### src/rtl/core/bvm_pkg.sv
// ----------------------------------------------------------------------------
// Battery voltage monitor package
// Field widths, register indexes, grade codes and shared structs.
// ----------------------------------------------------------------------------
`default_nettype none

package bvm_pkg;

  localparam int SAMPLE_W   = 12;
  localparam int VOLT_W     = 24;
  localparam int THR_W      = 16;
  localparam int LEVEL_W    = 2;
  localparam int DVS_W      = 12;
  localparam int CFG_IDX_W  = 2;
  localparam int CFG_DATA_W = 24;

  localparam logic [CFG_IDX_W-1:0] REG_SCALE = 2'd0;
  localparam logic [CFG_IDX_W-1:0] REG_HIGH  = 2'd1;
  localparam logic [CFG_IDX_W-1:0] REG_LOW   = 2'd2;

  localparam logic [LEVEL_W-1:0] LVL_OK   = 2'd0;
  localparam logic [LEVEL_W-1:0] LVL_LOW  = 2'd1;
  localparam logic [LEVEL_W-1:0] LVL_CRIT = 2'd2;

  localparam logic [VOLT_W-1:0] VOLT_MAX    = 24'hFF_FFFF;
  localparam logic [VOLT_W-1:0] SCALE_RESET = 24'd5013504;
  localparam logic [THR_W-1:0]  HIGH_RESET  = 16'd2400;
  localparam logic [THR_W-1:0]  LOW_RESET   = 16'd2200;

  typedef struct packed {
    logic [VOLT_W-1:0] scale;
    logic [THR_W-1:0]  high_thr;
    logic [THR_W-1:0]  low_thr;
  } cfg_t;

  typedef struct packed {
    logic              start;
    logic [VOLT_W-1:0] dividend;
    logic [DVS_W-1:0]  divisor;
  } div_req_t;

  typedef struct packed {
    logic              done;
    logic [VOLT_W-1:0] quotient;
  } div_rsp_t;

endpackage

`default_nettype wire

### src/rtl/core/bvm_fifo.sv
// ----------------------------------------------------------------------------
// Battery voltage monitor decoupling queue
// Small register queue that parts the accumulator from the voltage sequencer.
// ----------------------------------------------------------------------------
`default_nettype none

module bvm_fifo #(
  parameter int DATA_W = 19,
  parameter int DEPTH  = 4
) (
  input  wire logic              clk,
  input  wire logic              rst_n,
  input  wire logic              push,
  input  wire logic [DATA_W-1:0] wr_data,
  output logic                   full,
  input  wire logic              pop,
  output logic                   empty,
  output logic [DATA_W-1:0]      rd_data
);

  localparam int PTR_W = (DEPTH > 1) ? $clog2(DEPTH) : 1;
  localparam int CNT_W = $clog2(DEPTH + 1);

  logic [DATA_W-1:0] mem [DEPTH];
  logic [PTR_W-1:0]  wr_ptr_r;
  logic [PTR_W-1:0]  rd_ptr_r;
  logic [CNT_W-1:0]  cnt_r;
  logic              do_push;
  logic              do_pop;

  assign full    = (cnt_r == CNT_W'(DEPTH));
  assign empty   = (cnt_r == '0);
  assign do_push = push && !full;
  assign do_pop  = pop && !empty;
  assign rd_data = mem[rd_ptr_r];

  always_ff @(posedge clk) begin
    if (do_push) begin
      mem[wr_ptr_r] <= wr_data;
    end
  end

  always_ff @(posedge clk) begin
    if (!rst_n) begin
      wr_ptr_r <= '0;
      rd_ptr_r <= '0;
      cnt_r    <= '0;
    end else begin
      if (do_push) begin
        wr_ptr_r <= (wr_ptr_r == PTR_W'(DEPTH - 1)) ? '0 : wr_ptr_r + 1'b1;
      end
      if (do_pop) begin
        rd_ptr_r <= (rd_ptr_r == PTR_W'(DEPTH - 1)) ? '0 : rd_ptr_r + 1'b1;
      end
      if (do_push && !do_pop) begin
        cnt_r <= cnt_r + 1'b1;
      end else if (do_pop && !do_push) begin
        cnt_r <= cnt_r - 1'b1;
      end
    end
  end

endmodule

`default_nettype wire

### src/rtl/core/bvm_front.sv
// ----------------------------------------------------------------------------
// Battery voltage monitor front end
// Accumulates readings and marks the one that closes each block.
// ----------------------------------------------------------------------------
`default_nettype none

module bvm_front import bvm_pkg::*; #(
  parameter int SAMPLES_PER_BLOCK = 20,
  parameter int SUM_W             = 17
) (
  input  wire logic                clk,
  input  wire logic                rst_n,
  input  wire logic                accept,
  input  wire logic [SAMPLE_W-1:0] sample,
  output logic [SUM_W-1:0]         sum_total,
  output logic                     last
);

  localparam int CNT_W = $clog2(SAMPLES_PER_BLOCK + 1);

  logic [SUM_W-1:0] sum_r;
  logic [CNT_W-1:0] cnt_r;

  assign sum_total = sum_r + SUM_W'(sample);
  assign last      = (cnt_r == CNT_W'(SAMPLES_PER_BLOCK - 1));

  always_ff @(posedge clk) begin
    if (!rst_n) begin
      sum_r <= '0;
      cnt_r <= '0;
    end else if (accept) begin
      if (last) begin
        sum_r <= '0;
        cnt_r <= '0;
      end else begin
        sum_r <= sum_total;
        cnt_r <= cnt_r + 1'b1;
      end
    end
  end

endmodule

`default_nettype wire

### src/rtl/core/bvm_div.sv
// ----------------------------------------------------------------------------
// Battery voltage monitor divider
// Restoring divider that retires one quotient bit per cycle.
// ----------------------------------------------------------------------------
`default_nettype none

module bvm_div import bvm_pkg::*; (
  input  wire logic     clk,
  input  wire logic     rst_n,
  input  wire div_req_t req,
  output div_rsp_t      rsp
);

  localparam int STEP_W = $clog2(VOLT_W);

  logic              busy_r;
  logic              done_r;
  logic [STEP_W-1:0] step_r;
  logic [DVS_W-1:0]  rem_r;
  logic [VOLT_W-1:0] quo_r;
  logic [DVS_W-1:0]  dvs_r;
  logic [DVS_W:0]    rem_sh;
  logic              fits;

  assign rem_sh = {rem_r, quo_r[VOLT_W-1]};
  assign fits   = (rem_sh >= {1'b0, dvs_r});

  assign rsp.done     = done_r;
  assign rsp.quotient = quo_r;

  always_ff @(posedge clk) begin
    if (!rst_n) begin
      busy_r <= 1'b0;
      done_r <= 1'b0;
      step_r <= '0;
    end else begin
      done_r <= 1'b0;
      if (req.start) begin
        busy_r <= 1'b1;
        step_r <= '0;
      end else if (busy_r) begin
        step_r <= step_r + 1'b1;
        if (step_r == STEP_W'(VOLT_W - 1)) begin
          busy_r <= 1'b0;
          done_r <= 1'b1;
        end
      end
    end
  end

  always_ff @(posedge clk) begin
    if (req.start) begin
      quo_r <= req.dividend;
      dvs_r <= req.divisor;
      rem_r <= '0;
    end else if (busy_r) begin
      quo_r <= {quo_r[VOLT_W-2:0], fits};
      rem_r <= fits ? DVS_W'(rem_sh - {1'b0, dvs_r}) : DVS_W'(rem_sh);
    end
  end

endmodule

`default_nettype wire

### src/rtl/core/bvm_back.sv
// ----------------------------------------------------------------------------
// Battery voltage monitor back end
// Recomputes the voltage at block ends, grades it on request and holds it.
// ----------------------------------------------------------------------------
`default_nettype none

module bvm_back import bvm_pkg::*; #(
  parameter int SAMPLES_PER_BLOCK = 20,
  parameter int SUM_W             = 17
) (
  input  wire logic             clk,
  input  wire logic             rst_n,
  input  wire cfg_t             cfg,
  input  wire logic             q_empty,
  input  wire logic [SUM_W-1:0] q_sum,
  input  wire logic             q_last,
  input  wire logic             q_classify,
  output logic                  q_pop,
  output div_req_t              div_req,
  input  wire div_rsp_t         div_rsp,
  output logic                  out_valid,
  input  wire logic             out_take,
  output logic [VOLT_W-1:0]     voltage_mv,
  output logic [LEVEL_W-1:0]    level,
  output logic                  updated
);

  // The block average is a multiply by a rounded-up reciprocal of the block
  // size. The shift leaves enough headroom for the result to be exact for
  // every sum the accumulator can hold.
  localparam int     RCP_SH  = SUM_W + $clog2(SAMPLES_PER_BLOCK);
  localparam int     RCP_W   = SUM_W + 1;
  localparam int     PROD_W  = SUM_W + RCP_W;
  localparam longint RCP_VAL = ((longint'(1) << RCP_SH) + longint'(SAMPLES_PER_BLOCK) - 1)
                               / longint'(SAMPLES_PER_BLOCK);
  localparam logic [RCP_W-1:0] RCP = RCP_W'(RCP_VAL);

  typedef enum logic [1:0] {
    ST_IDLE,
    ST_VOLT,
    ST_EMIT
  } state_t;

  state_t             state_r;
  logic               start_r;
  logic [VOLT_W-1:0]  dividend_r;
  logic [DVS_W-1:0]   divisor_r;
  logic [VOLT_W-1:0]  held_volt_r;
  logic [LEVEL_W-1:0] held_lvl_r;
  logic               out_valid_r;
  logic [VOLT_W-1:0]  out_volt_r;
  logic [LEVEL_W-1:0] out_lvl_r;
  logic               out_upd_r;
  logic               slot_free;
  logic [LEVEL_W-1:0] grade_now;
  logic [LEVEL_W-1:0] lvl_nxt;
  logic [PROD_W-1:0]  avg_prod;
  logic [DVS_W-1:0]   blk_avg;

  assign slot_free = !out_valid_r || out_take;
  assign q_pop     = (state_r == ST_EMIT) && slot_free;

  assign avg_prod = PROD_W'(q_sum) * PROD_W'(RCP);
  assign blk_avg  = DVS_W'(avg_prod >> RCP_SH);

  // A voltage equal to a threshold drops into the lower grade.
  always_comb begin
    if (held_volt_r > VOLT_W'(cfg.high_thr)) begin
      grade_now = LVL_OK;
    end else if (held_volt_r > VOLT_W'(cfg.low_thr)) begin
      grade_now = LVL_LOW;
    end else begin
      grade_now = LVL_CRIT;
    end
  end

  assign lvl_nxt = q_classify ? grade_now : held_lvl_r;

  assign div_req.start    = start_r;
  assign div_req.dividend = dividend_r;
  assign div_req.divisor  = divisor_r;

  assign out_valid  = out_valid_r;
  assign voltage_mv = out_volt_r;
  assign level      = out_lvl_r;
  assign updated    = out_upd_r;

  always_ff @(posedge clk) begin
    if (!rst_n) begin
      state_r     <= ST_IDLE;
      start_r     <= 1'b0;
      held_volt_r <= '0;
      held_lvl_r  <= LVL_OK;
      out_valid_r <= 1'b0;
    end else begin
      start_r <= 1'b0;
      if (out_take) begin
        out_valid_r <= 1'b0;
      end
      unique case (state_r)
        ST_IDLE: begin
          if (!q_empty) begin
            if (q_last) begin
              // A zero average saturates instead of dividing.
              if (blk_avg == '0) begin
                held_volt_r <= VOLT_MAX;
                state_r     <= ST_EMIT;
              end else begin
                start_r    <= 1'b1;
                dividend_r <= cfg.scale;
                divisor_r  <= blk_avg;
                state_r    <= ST_VOLT;
              end
            end else begin
              state_r <= ST_EMIT;
            end
          end
        end
        ST_VOLT: begin
          if (div_rsp.done) begin
            held_volt_r <= div_rsp.quotient;
            state_r     <= ST_EMIT;
          end
        end
        ST_EMIT: begin
          if (slot_free) begin
            out_valid_r <= 1'b1;
            out_volt_r  <= held_volt_r;
            out_lvl_r   <= lvl_nxt;
            out_upd_r   <= q_last;
            held_lvl_r  <= lvl_nxt;
            state_r     <= ST_IDLE;
          end
        end
        default: begin
          state_r <= ST_IDLE;
        end
      endcase
    end
  end

endmodule

`default_nettype wire

### src/rtl/core/battery_voltage_monitor.sv
// ----------------------------------------------------------------------------
// Battery voltage monitor: supply voltage from internal reference readings
// Each beat passes from the sample queue through the back-end sequencer, and the
// beat that closes a block also waits there for one 24-step divider pass.
// The sequencer finishes one beat before it takes the next; the beat that
// closes a block holds the back end for the whole divider pass.
// Synchronous reset clears sums, held voltage, grade, queue; loads settings.
// ----------------------------------------------------------------------------
`default_nettype none

module battery_voltage_monitor import bvm_pkg::*; #(
  parameter int SAMPLES_PER_BLOCK = 20
) (
  input  wire logic                  clk,
  input  wire logic                  rst_n,
  // Input channel: a beat is taken when push is high and full is low.
  input  wire logic                  in_push,
  output logic                       in_full,
  input  wire logic [SAMPLE_W-1:0]   in_sample,
  input  wire logic                  in_classify_enable,
  // Result channel: the oldest result is shown while empty is low.
  output logic                       out_empty,
  input  wire logic                  out_pop,
  output logic [VOLT_W-1:0]          out_voltage_mv,
  output logic [LEVEL_W-1:0]         out_level,
  output logic                       out_average_updated,
  // Configuration write port.
  input  wire logic                  cfg_we,
  input  wire logic [CFG_IDX_W-1:0]  cfg_index,
  input  wire logic [CFG_DATA_W-1:0] cfg_data
);

  // The running sum must hold a full block of maximum readings.
  localparam int SUM_W   = $clog2((2 ** SAMPLE_W - 1) * SAMPLES_PER_BLOCK + 1);
  localparam int ENTRY_W = SUM_W + 2;
  localparam int Q_DEPTH = 4;

  // Configuration registers. Writes to an unused index are dropped.
  cfg_t cfg_r;

  always_ff @(posedge clk) begin
    if (!rst_n) begin
      cfg_r.scale    <= SCALE_RESET;
      cfg_r.high_thr <= HIGH_RESET;
      cfg_r.low_thr  <= LOW_RESET;
    end else if (cfg_we) begin
      unique case (cfg_index)
        REG_SCALE: cfg_r.scale    <= cfg_data;
        REG_HIGH:  cfg_r.high_thr <= cfg_data[THR_W-1:0];
        REG_LOW:   cfg_r.low_thr  <= cfg_data[THR_W-1:0];
        default: begin
        end
      endcase
    end
  end

  // Front end: the accumulator sees every accepted beat and tags the one
  // that completes a block, so the back end only has to read the tag.
  logic               in_accept;
  logic [SUM_W-1:0]   sum_total;
  logic               blk_last;
  logic [ENTRY_W-1:0] q_wr_data;
  logic [ENTRY_W-1:0] q_rd_data;
  logic               q_empty;
  logic               q_pop;

  assign in_accept = in_push && !in_full;

  bvm_front #(
    .SAMPLES_PER_BLOCK (SAMPLES_PER_BLOCK),
    .SUM_W             (SUM_W)
  ) u_front (
    .clk       (clk),
    .rst_n     (rst_n),
    .accept    (in_accept),
    .sample    (in_sample),
    .sum_total (sum_total),
    .last      (blk_last)
  );

  assign q_wr_data = {in_classify_enable, blk_last, sum_total};

  // The queue lets the front keep taking beats while the back end is busy
  // dividing at the end of a block.
  bvm_fifo #(
    .DATA_W (ENTRY_W),
    .DEPTH  (Q_DEPTH)
  ) u_fifo (
    .clk     (clk),
    .rst_n   (rst_n),
    .push    (in_push),
    .wr_data (q_wr_data),
    .full    (in_full),
    .pop     (q_pop),
    .empty   (q_empty),
    .rd_data (q_rd_data)
  );

  // Back end: a reciprocal multiply forms the block average, and the
  // iterative divider then gives the voltage as the scale numerator over
  // that average.
  div_req_t div_req;
  div_rsp_t div_rsp;
  logic     out_valid;

  bvm_div u_div (
    .clk   (clk),
    .rst_n (rst_n),
    .req   (div_req),
    .rsp   (div_rsp)
  );

  bvm_back #(
    .SAMPLES_PER_BLOCK (SAMPLES_PER_BLOCK),
    .SUM_W             (SUM_W)
  ) u_back (
    .clk        (clk),
    .rst_n      (rst_n),
    .cfg        (cfg_r),
    .q_empty    (q_empty),
    .q_sum      (q_rd_data[SUM_W-1:0]),
    .q_last     (q_rd_data[SUM_W]),
    .q_classify (q_rd_data[SUM_W+1]),
    .q_pop      (q_pop),
    .div_req    (div_req),
    .div_rsp    (div_rsp),
    .out_valid  (out_valid),
    .out_take   (out_pop),
    .voltage_mv (out_voltage_mv),
    .level      (out_level),
    .updated    (out_average_updated)
  );

  assign out_empty = !out_valid;

endmodule

`default_nettype wire

### config.mk
export PLATFORM = sky130hd
export DESIGN_NAME = battery_voltage_monitor
export DESIGN_NICKNAME = d
export VERILOG_FILES = /design/src/rtl/core/bvm_pkg.sv /design/src/rtl/core/bvm_fifo.sv /design/src/rtl/core/bvm_front.sv /design/src/rtl/core/bvm_div.sv /design/src/rtl/core/bvm_back.sv /design/src/rtl/core/battery_voltage_monitor.sv
export SDC_FILE = /design/constraint.sdc
export NUM_CORES = 1
export LEC_CHECK = 0
export BUFFER_PORTS_ARGS = -buffer_cell sky130_fd_sc_hd__buf_2
export CORE_UTILIZATION = 55
export CTS_CLUSTER_DIAMETER = 80
export DETAILED_ROUTE_END_ITERATION = 8
export GPL_TIMING_DRIVEN = 1
export PLACE_DENSITY = 0.71
export SLEW_MARGIN = 10
export SYNTH_ARGS = -nofsm -noshare
export SYNTH_HDL_FRONTEND = slang
export SYNTH_SLANG_ARGS = --single-unit
### constraint.sdc
create_clock -name clk -period 10.8 [get_ports clk]
set_input_delay 1.08 -clock clk [delete_from_list [all_inputs] [get_ports clk]]
set_output_delay 1.08 -clock clk [all_outputs]
set_load 0.02 [all_outputs]
==> flow_summary.toml, run 1 <==
[logic_synthesis]
synth_cells = 1675
yosys-top-cells-count = "sky130_fd_sc_hd__inv_1 (239), sky130_fd_sc_hd__ha_1 (193), sky130_fd_sc_hd__edfxtp_1 (175)"
post_synthesis_mean_instance_area_sq_um = 11.0
synth_top_area_frac = 0.286
muxShareOfSynthArea = 0.0433
synth-compound-area-share = 0.107
yosysUniqueCellTypes = 74
ys_top_cells_by_area = "sky130_fd_sc_hd__edfxtp_1 (29%), sky130_fd_sc_hd__dfxtp_1 (15%), sky130_fd_sc_hd__ha_1 (13%)"
synthMostInstantiatedCell = "sky130_fd_sc_hd__inv_1"
synth_edf_count = 175
syn-num-nets = 2002
mappedNetlistArea_sq_mm = 0.0184
ys_seq_elements = 311
synth_warnings = 0
ys.flop_type = "sky130_fd_sc_hd__edfxtp_1"
post_synth_fa_ha_maj_area_fraction = 0.229
synth_top_family_by_area = "adder cells"
synth_xor_xnor_area_share = 0.0199
synthDominantAreaCellType = "sky130_fd_sc_hd__edfxtp_1"
yosysSeqAreaShare = 0.434
async_flop_share = 0
post_synth_and_or_nand_nor_area_fraction = 0.106

[clock_network]
clk-insertion-delay-late_ns = 0.52
tritoncts_num_sinks = 311
postCtsHoldBufs = 0
cts.clk_slew.worst_paths_ns = 0.06
ctsHtreeMaxLevel = 2
cts_repair_resize_count = 0
post-cts-setup-buffers = 0
clock_path_buffers = 3
cts_made_buffers = 34
cts.root.buffer_cell = "sky130_fd_sc_hd__clkbuf_16"
cts_tree = "done"

[min_path]
timing.hold.worst.class = "reg -> reg"
holdPathStages = 0
hold_start = "u_back.divisor_r[8]"

[drt]
initialDrtViolationCount = 686
antenna_violating_nets_post_route = 0
drt_first_pass_iters = 5
drt-wirelength-per-cell_um = 17.7
route.detailed.drc = 0
detail_route.wirelength_um = 39000
drt-vias-per-instance = 5.50
number_of_vias_in_the_routed_layout = 12100

[floorplanning]
die_w_um = 185
initial_utilization = 0.563
dieArea_sq_mm = 0.0342
die_h_um = 185
floorplan.core_area_sq_mm = 0.0327
floorplan.rows = 66
io_pins = 73

[timing]
maxClockFrequency_ghz = 0.116
setup_violators_final = 0
whs_ns = 0.419
count_of_endpoints_failing_hold_in_the_final_timing_report = 0
unrepaired_setup_endpoints_after_global_routing = "false"
slew_headroom = 0.196
final.period_utilization = 0.799
final.setup_skew_ns = 0.0256
fin_crit_ns = 8.63
final_slew_viol_count = 0
timing_worst_slew_pin_value_ns = 1.21
setup_tns_ns = 0

[critical_path]
startpoint_type_of_the_worst_setup_path = "register"
critical_path.slowest_cell = "sky130_fd_sc_hd__dfxtp_1"
crit_path_max_fanout = 36
rr_worst_depth = 21
timing.critical_path.to_type = "register"
cp_cell_sequence = "mux4_2 -> ha_1 -> inv_1 -> fa_1 -> inv_1 -> fa_1 -> fa_1 -> fa_1 -> inv_1 -> fa_1 -> inv_1 -> ha_1 -> a21oi_1 -> a21oi_1 -> a211oi_1 -> o21ai_0 -> a221o_1 -> a211oi_1 -> a221oi_4 -> a31o_1 -> nor2_4"
worst_path_most_repeated_cell = "sky130_fd_sc_hd__fa_1"
delay_of_the_slowest_cell_on_the_worst_path_ns = 0.93
worst-endpoint-required_ns = 10.92
cp.arrival_ns = 8.76
crit_type = "reg -> reg"

[grt]
global_route.overflow_total = 0
grt_max_degree = 65
grt_antenna_before_repair = 0
grt_first_pass_wirelength_um = 63000
gr-usage-all-layers = 0.236
grt_pass1_vias = 12300

[final_layout]
final_layout_size_suffix_gt1_frac = 0.112
fillers = 2674
finalNetCount = 2066
n_antenna_cell = 0
flow.area_growth_from_synthesis_pct = 10.5
finish.cell_count_without_fillers = 2207

[run]
cap_violations = 0

[placed_design]
placement.io_buffers = 72
place_inst = 2145
gp_congestion = 0.960
dpl.hpwl_um = 29000

[run_status]
outcome = "finished clean"
## cell type report
class	count	area, sq um	area share
Clock inverter	19	230	0.0113
Tap cell	442	553	0.0272
Inverter	241	905	0.0445
Sequential cell	311	7980	0.392
Clock buffer	43	936	0.0460
Multi-Input combinational cell	1071	9310	0.458
Timing Repair Buffer	80	420	0.0207
## sequential cells by signal, indices dropped and copies added, names as in the netlist, 2 cells and up, named ones only
name / flops
u_back.held_lvl_r: 2
u_back.dividend_r: 24
u_front.cnt_r: 5
u_div.dvs_r: 12
u_fifo.mem: 76
u_fifo.cnt_r: 3
u_fifo.wr_ptr_r: 2
u_div.step_r: 5
u_back.divisor_r: 12
u_fifo.rd_ptr_r: 2
u_front.sum_r: 17
u_div.quo_r: 24
u_back.level: 2
u_back.state_r: 2
u_back.voltage_mv: 24
u_back.held_volt_r: 24
u_div.rem_r: 12
cfg_r: 56
## cells in the final DEF, fill, tap and decap left out, types with 9 or more instances in the layout
| cell type | synthesis | layout |
|---|---|---|
| sky130_fd_sc_hd__a211oi_1 | 9 | 9 |
| sky130_fd_sc_hd__a21boi_0 | 55 | 55 |
| sky130_fd_sc_hd__a21o_1 | 27 | 27 |
| sky130_fd_sc_hd__a21oi_1 | 79 | 79 |
| sky130_fd_sc_hd__a22oi_1 | 11 | 11 |
| sky130_fd_sc_hd__and2_1 | 16 | 16 |
| sky130_fd_sc_hd__and3_1 | 10 | 10 |
| sky130_fd_sc_hd__buf_2 | 0 | 72 |
| sky130_fd_sc_hd__clkbuf_16 | 0 | 35 |
| sky130_fd_sc_hd__dfxtp_1 | 136 | 135 |
| sky130_fd_sc_hd__edfxtp_1 | 175 | 175 |
| sky130_fd_sc_hd__fa_1 | 90 | 90 |
| sky130_fd_sc_hd__ha_1 | 193 | 193 |
| sky130_fd_sc_hd__inv_1 | 239 | 239 |
| sky130_fd_sc_hd__mux2_2 | 25 | 25 |
| sky130_fd_sc_hd__mux2i_1 | 11 | 11 |
| sky130_fd_sc_hd__mux4_2 | 18 | 18 |
| sky130_fd_sc_hd__nand2_1 | 149 | 149 |
| sky130_fd_sc_hd__nand2b_1 | 16 | 16 |
| sky130_fd_sc_hd__nand3_1 | 29 | 29 |
| sky130_fd_sc_hd__nand4_1 | 13 | 13 |
| sky130_fd_sc_hd__nor2_1 | 67 | 66 |
| sky130_fd_sc_hd__nor2b_1 | 30 | 30 |
| sky130_fd_sc_hd__nor3_1 | 22 | 22 |
| sky130_fd_sc_hd__o211ai_1 | 14 | 14 |
| sky130_fd_sc_hd__o21a_1 | 9 | 9 |
| sky130_fd_sc_hd__o21ai_0 | 48 | 48 |
| sky130_fd_sc_hd__xnor2_1 | 21 | 21 |
| sky130_fd_sc_hd__xor2_1 | 19 | 19 |
## metal layers
layer	share of wire	vias up	global-route usage	routed length, um
met4	0.019	0	0.0592	728
li1	-	5928	-	-
met3	0.035	47	0.0252	1360
met2	0.48	244	0.396	18600
met5	0	-	0	0
met1	0.47	5912	0.327	18300
## critical path: cells and delay by family, from the launching register on
kind                       cells  cell delay (ns)
AOI/OAI and AO/OA              8             2.39
adders and majority gates      7             3.33
buffers and inverters          4             0.24
DFF                            1             0.93
muxes                          1             0.51
and+or+nand+nor                1             0.82
## stage by stage
| stage | util | cell area [sq um] | setup WS [ns] |
|---|---|---|---|
| 2_1_floorplan | - | 18400 | 1.82 |
| 3_3_place_gp | 0.586 | 19200 | 2.36 |
| 3_5_place_dp | 0.586 | 19200 | 2.19 |
| 4_1_cts | 0.622 | 20300 | 2.14 |
| 5_1_grt | 0.622 | 20300 | 1.59 |
| 6_report | 0.622 | 20300 | 2.17 |
## final timing paths
kind                            to  slack, ns
max          u_back.dividend_r[15]       2.17
min                 u_div.dvs_r[8]       0.42
max reg2reg  u_back.dividend_r[15]       2.17
min reg2reg         u_div.dvs_r[8]       0.42
## logic make-up after synthesis
| group | count (synthesis) |
|---|---|
| adder cells (fa/ha/maj) | 283 |
| multiplexers | 54 |
| flip-flops | 311 |
| AO/OA/AOI/OAI | 297 |
| AND/OR/NAND/NOR | 396 |
| XOR/XNOR | 41 |
| buffers and inverters | 293 |
Power of run 1 is not shown: default switching activity piles up to over one toggle a cycle in this logic, so the estimate is an artifact.
==> run 2, diff against run 1 <==
--- a/config.mk
+++ b/config.mk
@@ -5,6 +5,7 @@
 export SDC_FILE = /design/constraint.sdc
 export NUM_CORES = 1
 export LEC_CHECK = 0
+export ABC_AREA = 1
 export BUFFER_PORTS_ARGS = -buffer_cell sky130_fd_sc_hd__buf_2
 export CORE_UTILIZATION = 55
 export CTS_CLUSTER_DIAMETER = 80
==> constraint.sdc (replaced) <==
create_clock -name clk -period 8.57 [get_ports clk]
set_input_delay 0.857 -clock clk [delete_from_list [all_inputs] [get_ports clk]]
set_output_delay 0.857 -clock clk [all_outputs]
set_load 0.02 [all_outputs]
==> flow_summary.toml, run 2 <==
[critical_path]
critical_path.slowest_cell = "sky130_fd_sc_hd__inv_1"
startpoint_type_of_the_worst_setup_path = "register"
delay_of_the_slowest_cell_on_the_worst_path_ns = 0.67
crit_type = "reg -> reg"
crit_path_max_fanout = 25
timing.critical_path.to_type = "register"
worst_path_most_repeated_cell = "sky130_fd_sc_hd__inv_1"
worst-endpoint-required_ns = 8.76
cp.arrival_ns = 8.03

[logic_synthesis]
mappedNetlistArea_sq_mm = 0.0188
yosys-top-cells-count = "sky130_fd_sc_hd__nand2_1 (344), sky130_fd_sc_hd__inv_1 (335), sky130_fd_sc_hd__nor2_1 (198)"
async_flop_share = 0
yosysSeqAreaShare = 0.423
synth_cells = 2052
synthMostInstantiatedCell = "sky130_fd_sc_hd__nand2_1"
post_synthesis_mean_instance_area_sq_um = 9.18
synth_edf_count = 175
synthDominantAreaCellType = "sky130_fd_sc_hd__edfxtp_1"
yosysUniqueCellTypes = 50
ys_seq_elements = 311
syn-num-nets = 2379
synth_top_area_frac = 0.279
ys.flop_type = "sky130_fd_sc_hd__edfxtp_1"
synth_warnings = 0
ys_top_cells_by_area = "sky130_fd_sc_hd__edfxtp_1 (28%), sky130_fd_sc_hd__dfxtp_1 (14%), sky130_fd_sc_hd__ha_1 (13%)"

[timing]
count_of_endpoints_failing_hold_in_the_final_timing_report = 0
timing_worst_slew_pin_value_ns = 1.14
final.period_utilization = 0.915
setup_violators_final = 0
setup_tns_ns = 0
slew_headroom = 0.240
setup_slack_ns = 0.731
unrepaired_setup_endpoints_after_global_routing = "false"
final.setup_skew_ns = 0.0169
fin_crit_ns = 7.84
final_slew_viol_count = 0
maxClockFrequency_ghz = 0.128

[clock_network]
cts_tree = "done"
tritoncts_num_sinks = 311
cts_repair_resize_count = 0
cts.root.buffer_cell = "sky130_fd_sc_hd__clkbuf_16"
ctsHtreeMaxLevel = 2
clock_path_buffers = 3
post-cts-setup-buffers = 0
postCtsHoldBufs = 0
clk-insertion-delay-late_ns = 0.53
cts_made_buffers = 34
cts.clk_slew.worst_paths_ns = 0.06

[floorplanning]
dieArea_sq_mm = 0.0350
die_w_um = 187
io_pins = 73
die_h_um = 187
floorplan.core_area_sq_mm = 0.0336
initial_utilization = 0.561
floorplan.rows = 67

[placed_design]
placement.io_buffers = 72
dpl.hpwl_um = 31600
pre_cts_slack_ns = 0.825
gp_congestion = 0.920

[run]
cap_violations = 0

[final_layout]
top_registers = "u_fifo.mem: 76 flops, cfg_r: 56 flops"
mostFrequentLayoutCell = "sky130_fd_sc_hd__nand2_1"
final_layout_size_suffix_gt1_frac = 0.0861
finalNetCount = 2449
flow.area_growth_from_synthesis_pct = 10.2
layout.cells.most_common_list = "sky130_fd_sc_hd__nand2_1 (344), sky130_fd_sc_hd__inv_1 (335), sky130_fd_sc_hd__nor2_1 (197)"
n_antenna_cell = 0
max_flop_register = "u_fifo.mem"
flip_flop_count_of_the_largest_register_after_layout = 76

[drt]
route.detailed.drc = 0
antenna_violating_nets_post_route = 0
initialDrtViolationCount = 769
detail_route.wirelength_um = 42100
drt-wirelength-per-cell_um = 16.2
drt_first_pass_iters = 5
number_of_vias_in_the_routed_layout = 13800
drt-vias-per-instance = 5.32

[run_status]
outcome = "finished clean"

[grt]
grt_max_degree = 90
global_route.overflow_total = 0
grt_first_pass_wirelength_um = 67800
gr-usage-all-layers = 0.243
grt_pass1_vias = 13400
grt_antenna_before_repair = 0

[min_path]
timing.hold.worst.class = "reg -> reg"
[run 2: critical path: cells and delay by family (launching register included)]
kind,cells,cell delay (ns)
flip-flops,1,0.45
buffers and inverters,7,1.31
AND/OR/NAND/NOR,7,0.73
AO/OA/AOI/OAI,7,1.70
adder cells (fa/ha/maj),7,3.29
[run 2: cell families (layout without fill, tap and decap cells)]
| logic type | Yosys count | after routing | share of synthesized area |
|---|---|---|---|
| XOR/XNOR | 36 | 36 | 0.0167 |
| adder cells (fa/ha/maj) | 283 | 283 | 0.224 |
| AO/OA/AOI/OAI | 344 | 344 | 0.105 |
| AND/OR/NAND/NOR | 683 | 683 | 0.149 |
| buffers and inverters | 395 | 491 | 0.0823 |
| flip-flops | 311 | 311 | 0.423 |
[run 2: layout make-up]
type / instances / area, sq um
Sequential cell: 311 / 7980
Inverter: 338 / 1270
Tap cell: 448 / 561
Multi-Input combinational cell: 1346 / 9340
Fill cell: 2842 / 12800
Clock buffer: 43 / 916
Timing Repair Buffer: 91 / 503
Clock inverter: 19 / 206
[run 2: final timing paths]
| kind | from | endpoint | slack, ns | depth (start not counted) |
|---|---|---|---|---|
| worst max-delay path | register | u_back.dividend_r[8] | 0.73 | 28 |
| worst min-delay path | u_back.divisor_r[3] | u_div.dvs_r[3] | 0.42 | 0 |
| worst max register to register | register | u_back.dividend_r[8] | 0.73 | 28 |
| worst min register to register | u_back.divisor_r[3] | u_div.dvs_r[3] | 0.42 | 0 |
[run 2: through the flow]
step | hold WS (ns) | cells | cell area [sq um] | utilization
floorplan | 0.400 | 2052 | 18800 | -
global placement | 0.404 | 2534 | 19600 | 0.584
detailed placement | 0.405 | 2534 | 19600 | 0.584
CTS | 0.419 | 2596 | 20800 | 0.618
global route | 0.424 | 2596 | 20800 | 0.618
finish | 0.418 | 2596 | 20800 | 0.618
[run 2: per-layer routing]
metal,share of wire,vias up,global-route usage
li1,-,6888,-
met1,0.43,6542,0.318
met2,0.49,320,0.418
met3,0.053,62,0.0366
met4,0.023,0,0.0706
met5,0,-,0
Power of run 2 is left out for the same reason.
